`config.mk`:
```
export PLATFORM = sky130hd
export DESIGN_NAME = ppu_tick_unit
export DESIGN_NICKNAME = d
export VERILOG_FILES = /design/src/rtl/ppu_pkg.sv /design/src/rtl/ppu_tick_unit.sv
export SDC_FILE = /design/constraint.sdc
export NUM_CORES = 2
export LEC_CHECK = 0
export BUFFER_PORTS_ARGS = -buffer_cell sky130_fd_sc_hd__buf_2
export CAP_MARGIN = 25
export CORE_UTILIZATION = 33
export DETAILED_ROUTE_END_ITERATION = 12
export GPL_ROUTABILITY_DRIVEN = 0
export PLACE_DENSITY = 0.53
export SETUP_SLACK_MARGIN = 0.5
export SLEW_MARGIN = 0
export SYNTH_ARGS = -nofsm -noshare
export SYNTH_HDL_FRONTEND = slang
export SYNTH_SLANG_ARGS = --single-unit
```
`constraint.sdc`:
```
create_clock -name vclk -period 10.1
set_input_delay 1.01 -clock vclk [all_inputs]
set_output_delay 1.01 -clock vclk [all_outputs]
set_load 0.005 [all_outputs]
```
`src/rtl/ppu_pkg.sv`:
```
// ----------------------------------------------------------------------------
// ppu_pkg
// Shared types, sizes and arithmetic helpers for the particle pool.
// ----------------------------------------------------------------------------
package ppu_pkg;

   localparam int PARTICLES = 64;
   localparam int SLOT_W    = 6;

   localparam logic [16:0] ONE_Q16       = 17'd65536;
   localparam logic [11:0] FADE_RESET    = 12'd640;
   localparam logic [15:0] VSCALE_RESET  = 16'd6554;

   localparam logic CSR_FADE_RATE = 1'b0;
   localparam logic CSR_VSCALE    = 1'b1;

   localparam logic FUNC_SPAWN = 1'b0;
   localparam logic FUNC_TICK  = 1'b1;

   typedef enum logic [1:0] {
      ST_IDLE,
      ST_SCAN,
      ST_LOAD,
      ST_TICK
   } state_type;

   typedef struct packed {
      logic [16:0]        life;
      logic signed [23:0] pos_x;
      logic signed [23:0] pos_y;
      logic signed [23:0] vel_x;
      logic signed [23:0] vel_y;
      logic [15:0]        shade;
      logic [16:0]        alpha;
   } particle_type;

   function automatic logic signed [23:0] sat24(input logic signed [25:0] v);
      logic signed [23:0] r;
      if (v > 26'sd8388607)
         r = 24'sd8388607;
      else if (v < -26'sd8388608)
         r = -24'sd8388608;
      else
         r = v[23:0];
      return r;
   endfunction

endpackage

```
`src/rtl/ppu_tick_unit.sv`:
```
// ----------------------------------------------------------------------------
// ppu_tick_unit
// Ages the particle leaving the head of the ring by one time step.
// ----------------------------------------------------------------------------
module ppu_tick_unit
   import ppu_pkg::*;
(
   input  logic         enable,
   input  logic [15:0]  dt,
   input  logic [19:0]  loss,
   input  particle_type p_in,
   output particle_type p_out
);

   logic [16:0]        life_n;
   logic signed [40:0] prod_x, prod_y;
   logic signed [40:0] rnd_x, rnd_y;
   logic signed [25:0] diff_x, diff_y;

   always_comb begin
      life_n = (p_in.life > {1'b0, dt}) ? p_in.life - {1'b0, dt} : '0;
      prod_x = 41'(p_in.vel_x) * 41'(signed'({1'b0, dt}));
      prod_y = 41'(p_in.vel_y) * 41'(signed'({1'b0, dt}));
      rnd_x  = (prod_x + 41'sd32768) >>> 16;
      rnd_y  = (prod_y + 41'sd32768) >>> 16;
      diff_x = 26'(p_in.pos_x) - rnd_x[25:0];
      diff_y = 26'(p_in.pos_y) - rnd_y[25:0];

      p_out = p_in;
      if (enable) begin
         p_out.life = life_n;
         if (life_n != '0) begin
            p_out.pos_x = sat24(diff_x);
            p_out.pos_y = sat24(diff_y);
            p_out.alpha = ({3'b0, p_in.alpha} > loss) ? p_in.alpha - loss[16:0] : '0;
         end
      end
   end

endmodule

```
==> summary.txt <==
Status
  – Outcome: finished, violations left
  – Failing checks: setup timing

Logic synthesis
  – Synth Instances: 4076
  – Count leader, synth: inv_1
  – Syn_nets: 5334
  – YS warnings: 0
  – Unique masters post-synth: 90
  – Synth top area cells: fa_1, inv_1, ha_1
  – Top cells by count, synth: inv_1, fa_1, and2_1, nand2_1, ha_1
  – Synth area leader: fa_1
  – Syn_area_per_cell: 8.415 µm²
  – Synthesized cell area: 0.03430 mm²
  – Share of the synthesized area in the top cell type: 44.13%
  – Sequential cell area fraction in the yosys report: 0%

Worst setup path
  – Worst setup EP type: primary output
  – Crit Path Max Fanout: 9
  – Worst path required time: 9090 ps
  – Critical Path Start Type: input port
  – CP max stage delay: 560 ps
  – Crit Path Class: in -> out
  – Arr. time, crit path: 9370 ps
  – Critical path's most frequent cell: fa_1
  – Slowest-stage cell, CP: fa_1

Route
  – Vias per cell: 4.617
  – Drt wl/cell: 15.77 µm
  – Routed vias: 27670
  – DRT iter0 DRCs: 1094
  – Drc violations: 0
  – Final wirelength: 94510 µm
  – Post-DRT Antenna Nets: 0
  – DR pass1 iterations: 5

Global routing
  – First-pass GRT wire length: 155200 µm
  – Total grt overflow: 0
  – Initial antenna violation count: 5
  – Number of global-route vias before repair: 29690
  – Largest net degree at the start of global routing: 45
  – All-Layer GR Usage: 18.24%

Timing
  – Period utilisation layout: 102.7%
  – RSZ-0062 raised after global routing: true
  – Final hold violation count: 0
  – Final hold slack: 2020 ps
  – Setup TNS: -4815 ps
  – Final critical-path required period: 10380 ps
  – Max-slew violations: 0
  – Max-Slew Margin vs Limit: 60.55%
  – Final number of setup-violating endpoints: 24
  – Fmax: 0.09637 GHz
  – Least-Margin Pin Slew: 591.7 ps
  – Setup ws final: -276.6 ps

Floorplan
  – Core Footprint: 0.1025 mm²
  – Die width: 324.4 µm
  – Die ar.: 0.1052 mm²
  – Initial Utilization: 33.47%
  – Io pins: 329
  – Die Y: 324.4 µm
  – Std-Cell Rows: 117

Final layout
  – Num sequential: 0
  – Fin util: 40.80%
  – Non-Filler Instances: 5993
  – FF+latch area: 0 µm²
  – Synth-to-layout area growth: 21.89%
  – Multi-input logic area: 0.03002 mm²
  – Fin nets: 5883
  – FILL cells: 10540
  – # clk buffers: 0
  – Layout cells sized above 1: 21.85%

Run
  – Max_cap viols: 0

CTS
  – Cts hold-fix bufs: 0

Placement
  – Hpwl dp: 80420 µm
  – PortBufs: 297
  – Placed Cells: 5927

Min path
  – Worst hold path type: in -> out
[routing by layer]
layer | share of wire, % | wire length, µm | track usage (%)
met5 | 0.063 | 60 | 0
met4 | 1.6 | 1487 | 2.370
met3 | 3.4 | 3237 | 1.331
met2 | 51 | 48430 | 33.51
met1 | 44 | 41300 | 23.77
[placed cells by master, fill, tap and decap left out, types with 25 or more instances in the layout]
cell and instances:
xor2_1 42, fa_2 30, o21ai_0 35, a21oi_1 94
inv_1 1086, buf_12 25, xnor2_1 71, ha_1 300
nand2_1 331, buf_6 39, and2_1 466, a21o_1 39
buf_4 410, buf_2 270, a21oi_2 50, fa_1 726
nor3_1 30, nor2_1 108
[through the flow]
stage	setup slack [ps]	cell area, µm²
after floorplan	297.1	34600
after global placement	-405.5	39800
after detailed placement	-510.9	39800
after CTS	-288.8	41290
after global routing	-602.1	41800
final	-276.6	41810
[cell families after synthesis]
logic type	count (synthesis)	synth area share, %
buffers and inverters	1329	15.40
AND/OR/NAND/NOR	1104	16.77
adder cells (fa/ha/maj)	1075	55.76
AO/OA/AOI/OAI	446	8.912
XOR/XNOR	116	2.962
multiplexers	6	0.1970
[worst max-delay path: cells and delay by family]
kind | cells | cell delay, ps
adder cells (fa/ha/maj) | 8 | 3560
AO/OA/AOI/OAI | 15 | 3290
buffers and inverters | 9 | 890
AND/OR/NAND/NOR | 4 | 340
XOR/XNOR | 1 | 130
multiplexers | 1 | 120
[timing repair]
action,CTS,global route
pin swaps,137,71
buffers inserted,36,9
gates resized for setup,241,66
setup endpoints to repair,48,48
gates cloned,11,8
[final timing paths]
| check | from | to | slack [ps] | cells after the start |
|---|---|---|---|---|
| worst max-delay path | dt[5] | p_out[92] | -280 | 38 |
| worst min-delay path | p_in[23] | p_out[23] | 2020 | 0 |
[layout make-up]
class,instances,share of cell area [%]
well taps,1368,4.094
multi-input cells,2747,71.81
repair buffers,770,14.15
inverters,1106,9.930
diodes,2,0.01197
Power is left out: the tool's default activity adds up to more than one toggle a clock period on the data nets, which glitch-free logic cannot reach.
