### config.mk
export PLATFORM = sky130hd
export DESIGN_NAME = ppu_cell
export DESIGN_NICKNAME = d
export VERILOG_FILES = /design/src/rtl/ppu_pkg.sv /design/src/rtl/ppu_cell.sv
export SDC_FILE = /design/constraint.sdc
export NUM_CORES = 1
export LEC_CHECK = 0
export BUFFER_PORTS_ARGS = -buffer_cell sky130_fd_sc_hd__buf_2
export CAP_MARGIN = 0
export CORE_AREA = 2 2 172 174
export CTS_CLUSTER_DIAMETER = 120
export DETAILED_ROUTE_END_ITERATION = 10
export DIE_AREA = 0 0 174 176
export GPL_TIMING_DRIVEN = 0
export SYNTH_ARGS = -nofsm -noshare
export SYNTH_HDL_FRONTEND = slang
export SYNTH_SLANG_ARGS = --single-unit
### constraint.sdc
create_clock -name clock -period 4.1 [get_ports clock]
set_input_delay 0.205 -clock clock [delete_from_list [all_inputs] [get_ports clock]]
set_output_delay 0.205 -clock clock [all_outputs]
set_load 0.03 [all_outputs]
### src/rtl/ppu_pkg.sv
// ----------------------------------------------------------------------------
// ppu_pkg
// Shared types, sizes and arithmetic helpers for the particle pool.
// ----------------------------------------------------------------------------
package ppu_pkg;

   localparam int PARTICLES = 64;
   localparam int SLOT_W    = 6;

   localparam logic [16:0] ONE_Q16       = 17'd65536;
   localparam logic [11:0] FADE_RESET    = 12'd640;
   localparam logic [15:0] VSCALE_RESET  = 16'd6554;

   localparam logic CSR_FADE_RATE = 1'b0;
   localparam logic CSR_VSCALE    = 1'b1;

   localparam logic FUNC_SPAWN = 1'b0;
   localparam logic FUNC_TICK  = 1'b1;

   typedef enum logic [1:0] {
      ST_IDLE,
      ST_SCAN,
      ST_LOAD,
      ST_TICK
   } state_type;

   typedef struct packed {
      logic [16:0]        life;
      logic signed [23:0] pos_x;
      logic signed [23:0] pos_y;
      logic signed [23:0] vel_x;
      logic signed [23:0] vel_y;
      logic [15:0]        shade;
      logic [16:0]        alpha;
   } particle_type;

   function automatic logic signed [23:0] sat24(input logic signed [25:0] v);
      logic signed [23:0] r;
      if (v > 26'sd8388607)
         r = 24'sd8388607;
      else if (v < -26'sd8388608)
         r = -24'sd8388608;
      else
         r = v[23:0];
      return r;
   endfunction

endpackage

### src/rtl/ppu_cell.sv
// ----------------------------------------------------------------------------
// ppu_cell
// One particle slot of the ring: shifts toward its neighbor or loads a spawn.
// ----------------------------------------------------------------------------
module ppu_cell
   import ppu_pkg::*;
(
   input  logic         clock,
   input  logic         reset,
   input  logic         shift_en,
   input  particle_type shift_in,
   input  logic         load_en,
   input  particle_type load_in,
   output particle_type cell_out
);

   particle_type data_ff, data_in;
   logic [16:0]  life_ff;

   always_comb begin
      data_in = data_ff;
      if (load_en) begin
         data_in = load_in;
      end else if (shift_en) begin
         data_in = shift_in;
      end
   end

   // life is the only field that must reset: every slot starts dead
   always_ff @(posedge clock) begin
      if (reset) begin
         life_ff <= '0;
      end else begin
         life_ff <= data_in.life;
      end
   end

   always_ff @(posedge clock) begin
      data_ff <= data_in;
   end

   always_comb begin
      cell_out      = data_ff;
      cell_out.life = life_ff;
   end

endmodule

==> results of run 1 <==
[state kept, by name, summed over array words and instances, names as in the netlist]
signal,flops
cell_out,129
data_ff,17
life_ff,17
[worst max-delay path by stage]
stage / start / end / depth (start not counted)
finish: load_en / cell_out[20]$_DFFE_PP_ / 5
detailed placement: load_en / cell_out[25]$_DFFE_PP_ / 5
CTS: load_en / cell_out[20]$_DFFE_PP_ / 5
global route: load_en / cell_out[20]$_DFFE_PP_ / 5
floorplan: load_en / cell_out[0]$_DFFE_PP_ / 3
global placement: load_en / cell_out[28]$_DFFE_PP_ / 4
[cell families after synthesis]
group	Yosys count	share of synthesized area, %
buf+inv	167	17.2
compound gates	163	17.9
flops	163	60.9
simple gates	19	1.69
mux	17	2.27
[power groups by stage]
stage               Sequential [mW]  Combinational, mW  Clock [mW]
floorplan                      2.08              0.689           0
global placement               2.06               1.09           0
detailed placement             2.06               1.10           0
CTS                            2.02               1.10        1.63
global route                   2.04               1.15        1.70
finish                         2.02               1.09        1.58
[metal layers]
layer	global-route usage, %	wire length [um]	up-vias
met4	4.83	295	2
met5	0	13	-
li1	-	-	2830
met1	16.9	9150	2772
met2	27.1	12400	301
met3	4.87	2060	22
[cell usage after synthesis]
cell type | count | share of area (%)
a22o_1 | 129 | 15
buf_4 | 129 | 13
edfxtp_1 | 129 | 52
dfxtp_1 | 34 | 9.1
a211oi_1 | 17 | 1.7
a21oi_1 | 17 | 1.1
mux2i_1 | 17 | 2.3
nor2b_1 | 17 | 1.4
buf_2 | 15 | 1.0
buf_8 | 10 | 2.0
clkbuf_1 | 6 | 0.30
buf_6 | 4 | 0.60
buf_1 | 1 | 0.050
buf_12 | 1 | 0.27
inv_2 | 1 | 0.050
nor2b_4 | 1 | 0.18
or2_1 | 1 | 0.084
[cell type report]
type,instances,area (um2),area share (%)
timing repair buffer,441,2250,20.9
multi-input combinational,199,1640,15.2
buffer,166,1280,11.9
antenna,4,10.0,0.0927
clock inverter,12,90.1,0.834
sequential,163,4550,42.2
inverter,1,3.75,0.0348
clock buffer,20,478,4.43
tap,384,480,4.45
[worst max-delay path: stages]
cell and delay, ps:
buf_2 170, buf_2 390, buf_2 330, or2_4 280, buf_16 290
==> reports/metrics.yaml, run 1 <==
grt_use_total_pct: 15.1
post_dp_cell_area_mm2: 0.0102
finalHoldViolCount: 0
placed_cells: 1354
vias: 5927
clkLatencyLatePin_ps: 420
crit_fanout: 64
final_common_cell: "buf_2"
post-route-min-period_ps: 1670
timing.rr.end: "life_ff[3]$_SDFF_PP0_"
die_y_um: 176
syn_avg_cell_area_um2: 14.1
hold_class: "in -> reg"
ys_warn_count: 0
post_cts_resized: 0
hold_end: "data_ff[144]$_DFF_P_"
rows: 62
fin_crit_sh_pct: 40.8
status: "finished clean"
postCtsHoldBufs: 0
drt_iter0_markers: 305
fp.dieW_um: 174
synth_cells: 529
post_cts_buffers: 0
fmax_mhz: 598
synth_seq_cells: 163
setup_slack_ps: 2430
p_sw_mw: 1.38
ys_types: 17
final.setup.tns_ps: 0
pre_cts_ws_ps: 1920
clk_path_buf_depth: 2
core_region_area_mm2: 0.0285
rsz0062_at_grt: "false"
final_cells: 1390
reg2reg_depth: 2
wl_per_cell_um: 17.2
hp-start: "load_in[144]"
holdPathStages: 3
maxCapViolCount: 0
relSlewSlack_pct: 58.1
start_util_pct: 26.2
p_clk_share_pct: 33.6
fillCellCount: 2886
numPortBuffers: 439
yosysSeqAreaShare_pct: 60.9
h-tree-depth: 4
drc_errors: 0
ir_drop_mv: 0.192
wl_mm: 23.9
dieArea_mm2: 0.0306
ctsRootBufferMaster: "clkbuf_16"
setup_violations: 0
start_kind: "input port"
via_per_inst: 4.26
seqPwrFrac_pct: 43.1
crit_type: "in -> reg"
synthesis.nets: 825
slew_viol_final: 0
antenna_found_initial: 5
tightest_slew_ps: 629
design_area_mm2: 0.0108
grt_pass1_wl_mm: 34.5
area_delta_synth_final_pct: 44.3
gp_congestion: 0.819
ant_nets: 0
grt-ovfl-total: 0
crit_path_end_kind: "flop"
p_int_mw: 3.31
cts_tree: "done"
ios: 442
dp_hpwl_mm: 18.5
hold_slack_ps: 30.5
ff2ff_setup_slack_ps: 3340
clock-sinks: 163
power_mw: 4.68
nNetsFinal: 1285
fin_skew_ps: 4.31
drive_gt1_share_pct: 63.4
powerDensity_mw_per_mm2: 434
pwr-share-comb_pct: 23.2
switching_share_pct: 29.4
synth.cell_area_mm2: 0.00748
mostFrequentLayoutCells: "buf_2 (454), a22o_1 (129), buf_4 (129), edfxtp_1 (129), dfxtp_1 (34)"
clkSlewWorstSetupHoldPaths_ps: 70
grt_max_degree: 65
dr.pass1.iters: 6
crit_required_ps: 4180
crit_arrival_ps: 1750
reg2reg_from: "data_ff[132]$_DFF_P_"
postLayoutCoreUtil_pct: 37.8
first_global_vias: 6020
cts_made_buffers: 17
leakagePower_nw: 5.19
(Power assumes the default switching activity.)
==> run 2, diff against run 1 <==
--- a/config.mk
+++ b/config.mk
@@ -7,10 +7,10 @@
 export LEC_CHECK = 0
 export BUFFER_PORTS_ARGS = -buffer_cell sky130_fd_sc_hd__buf_2
 export CAP_MARGIN = 0
-export CORE_AREA = 2 2 172 174
+export CORE_AREA = 2 2 174 176
 export CTS_CLUSTER_DIAMETER = 120
 export DETAILED_ROUTE_END_ITERATION = 10
-export DIE_AREA = 0 0 174 176
+export DIE_AREA = 0 0 176 178
 export GPL_TIMING_DRIVEN = 0
 export SYNTH_ARGS = -nofsm -noshare
 export SYNTH_HDL_FRONTEND = slang
==> constraint.sdc (replaced) <==
create_clock -name clock -period 1.7 [get_ports clock]
set_input_delay 0.085 -clock clock [delete_from_list [all_inputs] [get_ports clock]]
set_output_delay 0.085 -clock clock [all_outputs]
set_load 0.03 [all_outputs]
==> reports/metrics.yaml, run 2 (synthesized netlist as in run 1, its figures left out) <==
vias: 7052  # +19%
relSlewSlack_pct: 58.2  # +0.19 points
final_cells: 1664  # +20%
ctsRootBufferMaster: "clkbuf_16"
crit_arrival_ps: 1600  # -150 ps
slew_viol_final: 0  # unchanged
leakagePower_nw: 6.43  # +24%
final_common_cell: "buf_2"
crit_fanout: 57  # -11%
drc_errors: 0  # unchanged
first_global_vias: 7186  # +19%
h-tree-depth: 4  # unchanged
regArea_mm2: 0.00455  # unchanged
diodes: 0  # -4
rows: 63  # +1.6%
wl_mm: 26.1  # +9.3%
core_region_area_mm2: 0.0294  # +3.0%
ios: 442  # unchanged
fp.dieW_um: 176  # +1.1%
dr.pass1.iters: 4  # -2
cts_made_buffers: 17  # unchanged
start_util_pct: 25.4  # -0.76 points
grt-ovfl-total: 0  # unchanged
design_area_mm2: 0.0135  # +25%
clock-sinks: 163  # unchanged
crit_type: "in -> reg"
clkLatencyLatePin_ps: 420  # about the same
grt_max_degree: 58  # -11%
grt_pass1_wl_mm: 37.5  # +8.7%
crit_required_ps: 1780  # -2400 ps
nNetsFinal: 1557  # +21%
ir_drop_mv: 0.566  # +190%
antenna_found_initial: 0  # -5
drt_iter0_markers: 238  # -22%
post_dp_cell_area_mm2: 0.0102  # +0.21%
largest_register_ffs: 129  # unchanged
fin_crit_sh_pct: 89.3
post-route-min-period_ps: 1520
hold_slack_ps: 17.5  # -13.0 ps
crit_path_end_kind: "flop"
rsz0062_at_grt: "false"
gp_congestion: 0.789  # -3.6%
powerDensity_mw_per_mm2: 876  # +100%
placed_cells: 1360  # +0.44%
area_delta_synth_final_pct: 80.7
via_per_inst: 4.24  # -0.61%
dieArea_mm2: 0.0313  # +2.3%
cts_tree: "done"
clkSlewWorstSetupHoldPaths_ps: 60  # about the same
tightest_slew_ps: 626  # -2.83 ps
post_cts_buffers: 0  # unchanged
setup_violations: 0  # unchanged
clk_path_buf_depth: 2  # unchanged
maxCapViolCount: 0  # unchanged
numPortBuffers: 439  # unchanged
fillCellCount: 2678  # -7.2%
fin_skew_ps: 12.7  # +8.38 ps
power_mw: 11.8  # +150%
grt_use_total_pct: 15.6  # +0.54 points
dp_hpwl_mm: 17.9  # -3.5%
hold_class: "in -> reg"
post_cts_resized: 0  # unchanged
start_kind: "input port"
postLayoutCoreUtil_pct: 46.0  # +8.2 points
ant_nets: 0  # unchanged
multi_input_area_mm2: 0.00164  # unchanged
wl_per_cell_um: 15.7  # -8.7%
mostFrequentLayoutCells: "buf_2 (452), dlygate4sd3_1 (272), buf_4 (130)"
die_y_um: 178  # +1.1%
fmax_mhz: 659
finalHoldViolCount: 0  # unchanged
status: "finished clean"
drive_gt1_share_pct: 49.8  # -14 points
run 2: report_power, final:
group / leakage [nW] / total (mW) / switching, mW / internal (mW)
logic: 4.51 / 3.24 / 1.59 / 1.66
registers: 1.63 / 4.87 / 0.108 / 4.76
clock network: 0.283 / 3.72 / 1.75 / 1.98
total: 6.43 / 11.8 / 3.44 / 8.39
run 2: cell type report:
cell class              count  area share (%)
repair buffers            713            36.7
flip-flops and latches    163            33.7
multi-input cells         199            12.1
plain buffers             166            9.66
well taps                 390            3.61
clock buffers              19            3.29
clock inverters            13           0.833
inverters                   1          0.0278
run 2: worst paths after layout:
| check | cells after the start | slack (ps) | startpoint | endpoint |
|---|---|---|---|---|
| max reg2reg | 3 | 410 | data_ff[131]$_DFF_P_ | data_ff[131]$_DFF_P_ |
| max | 5 | 180 | load_en | cell_out[54]$_DFFE_PP_ |
| min reg2reg | 2 | 570 | data_ff[145]$_DFF_P_ | data_ff[145]$_DFF_P_ |
| min | 2 | 20 | shift_in[89] | cell_out[89]$_DFFE_PP_ |
run 2: what timing repair did:
action                                  CTS  global route
endpoints found under the hold margin   150             2
hold buffers                            270             2
endpoints found under the setup margin    0             0
run 2: routing by layer:
layer | track usage (%) | up-vias | share of wire [%]
li1 | - | 3367 | -
met1 | 16.7 | 3323 | 39
met2 | 28.9 | 319 | 52
met3 | 4.84 | 43 | 7.2
met4 | 5.44 | 0 | 2.2
met5 | 0 | - | 0
run 2: critical path, stage by stage:
cell and delay, ps:
buf_2 150, buf_4 250, buf_6 190, or2_4 530, buf_16 340
run 2: per-stage QoR:
stage	setup slack, ps	setup TNS [ps]
after detailed placement	-309	-26040
final	182	0
after global routing	77.1	0
after floorplan	-39.2	-5050
after CTS	150	0
after global placement	-898	-114750
==> run 3, diff against run 2 <==
--- a/config.mk
+++ b/config.mk
@@ -12,6 +12,7 @@
 export DETAILED_ROUTE_END_ITERATION = 10
 export DIE_AREA = 0 0 176 178
 export GPL_TIMING_DRIVEN = 0
+export PLACE_DENSITY = 0.49
 export SYNTH_ARGS = -nofsm -noshare
 export SYNTH_HDL_FRONTEND = slang
 export SYNTH_SLANG_ARGS = --single-unit
==> reports/metrics.yaml, run 3 (synthesized netlist as in run 1, its figures left out) <==
die_y_um: 178  # unchanged
clk_path_buf_depth: 2  # unchanged
status: "finished clean"
ios: 442  # unchanged
drt_iter0_markers: 293  # +23%
leakagePower_nw: 6.32  # -1.7%
tightest_slew_ps: 564  # -62.2 ps
drc_errors: 0  # unchanged
start_kind: "input port"
fp.dieW_um: 176  # unchanged
pre_cts_ws_ps: -364  # -55.5 ps
crit_arrival_ps: 1650  # +50 ps
post_dp_cell_area_mm2: 0.0102  # about the same
grt_max_degree: 64  # +10%
fmax_mhz: 634  # -3.8%
largest_register_ffs: 129  # unchanged
dr.pass1.iters: 6  # +2
h-tree-depth: 4  # unchanged
setup_slack_ps: 123  # -59.9 ps
post_cts_resized: 0  # unchanged
slew_viol_final: 0  # unchanged
dieArea_mm2: 0.0313  # unchanged
numPortBuffers: 439  # unchanged
area_delta_synth_final_pct: 77.8
nNetsFinal: 1537  # -1.3%
clkSlewWorstSetupHoldPaths_ps: 60  # about the same
final_cells: 1645  # -1.1%
dp_hpwl_mm: 18.5  # +3.7%
vias: 6890  # -2.3%
placed_cells: 1360  # unchanged
gp_congestion: 0.788  # -0.14%
final.setup.tns_ps: 0  # unchanged
via_per_inst: 4.19  # -1.2%
crit_fanout: 63  # +11%
crit_required_ps: 1780  # about the same
cts_tree: "done"
fin_crit_sh_pct: 92.8  # +3.5 points
final_common_cell: "buf_2"
ir_drop_mv: 0.513  # -9.3%
crit_path_end_kind: "flop"
antenna_found_initial: 3  # +3
start_util_pct: 25.4  # unchanged
hold_slack_ps: 14.0  # -3.58 ps
cts_made_buffers: 17  # unchanged
grt_use_total_pct: 15.8  # +0.20 points
postLayoutCoreUtil_pct: 45.2  # -0.74 points
met3_length_mm: 1.80  # -4.1%
powerDensity_mw_per_mm2: 877  # +0.20%
ant_nets: 0  # unchanged
clock-sinks: 163  # unchanged
wl_per_cell_um: 15.9  # +1.6%
m1WireLength_mm: 10.3  # +1.9%
first_global_vias: 7033  # -2.1%
grt-ovfl-total: 0  # unchanged
core_region_area_mm2: 0.0294  # unchanged
crit_type: "in -> reg"
relSlewSlack_pct: 62.4  # +4.1 points
rows: 63  # unchanged
design_area_mm2: 0.0133  # -1.6%
clkLatencyLatePin_ps: 410  # about the same
drive_gt1_share_pct: 50.4  # +0.56 points
post-route-min-period_ps: 1580  # +59.9 ps
fin_skew_ps: 5.50  # -7.19 ps
multi_input_area_mm2: 0.00164  # unchanged
mostFrequentLayoutCells: "buf_2 (452), dlygate4sd3_1 (252), buf_4 (130)"
setup_violations: 0  # unchanged
rsz0062_at_grt: "false"
wl_mm: 26.2  # +0.42%
finalHoldViolCount: 0  # unchanged
hold_class: "in -> reg"
post_cts_buffers: 0  # unchanged
wl_met2_mm: 13.5  # -0.66%
grt_pass1_wl_mm: 37.7  # +0.63%
ff2ff_setup_slack_ps: 410  # about the same
maxCapViolCount: 0  # unchanged
power_mw: 11.7  # -1.4%
fillCellCount: 2730  # +1.9%
ctsRootBufferMaster: "clkbuf_16"
routed.top_layer: "met5"
regArea_mm2: 0.00455  # unchanged
-- run 3: cell count changes in the layout (fill, tap and decap cells not counted), sizes merged --
cell / before / now
inv: 11 / 9
dlygate4sd3: 272 / 252
clkbuf: 25 / 26
diode: 0 / 1
clkinvlp: 0 / 1
-- run 3: what timing repair did --
action	in CTS	in global routing
hold buffers	249	3
hold endpoints to repair	133	3
setup endpoints to repair	0	0
-- run 3: power by group --
part	leakage [nW]	internal, mW	switching (mW)
Combinational	4.42	1.62	1.59
Sequential	1.63	4.76	0.107
Clock	0.262	1.90	1.69
Total	6.32	8.29	3.39
-- run 3: final timing paths --
check,to,cells past startpoint,startpoint
setup / recovery,cell_out[60]$_DFFE_PP_,6,load_en
setup reg to reg,data_ff[136]$_DFF_P_,3,data_ff[136]$_DFF_P_
hold reg to reg,data_ff[140]$_DFF_P_,2,data_ff[140]$_DFF_P_
hold / removal,cell_out[80]$_DFFE_PP_,2,shift_in[80]
-- run 3: routing by layer --
| layer | vias up | global-route usage (%) |
|---|---|---|
| met5 | - | 0 |
| met4 | 2 | 5.17 |
| met3 | 42 | 4.52 |
| met2 | 284 | 29.2 |
| met1 | 3231 | 17.4 |
| li1 | 3331 | - |
-- run 3: layout make-up --
cell class | count | area share, %
diodes | 1 | 0.0188
plain buffers | 166 | 9.82
clock buffers | 20 | 3.28
clock inverters | 12 | 0.705
inverters | 1 | 0.0282
multi-input cells | 199 | 12.3
flip-flops and latches | 163 | 34.2
well taps | 390 | 3.67
repair buffers | 693 | 35.9
-- run 3: worst max-delay path: stages --
cell    delay (ps)
buf_2          160
buf_4          280
buf_6          190
or2_4          230
buf_16         310
buf_16         330
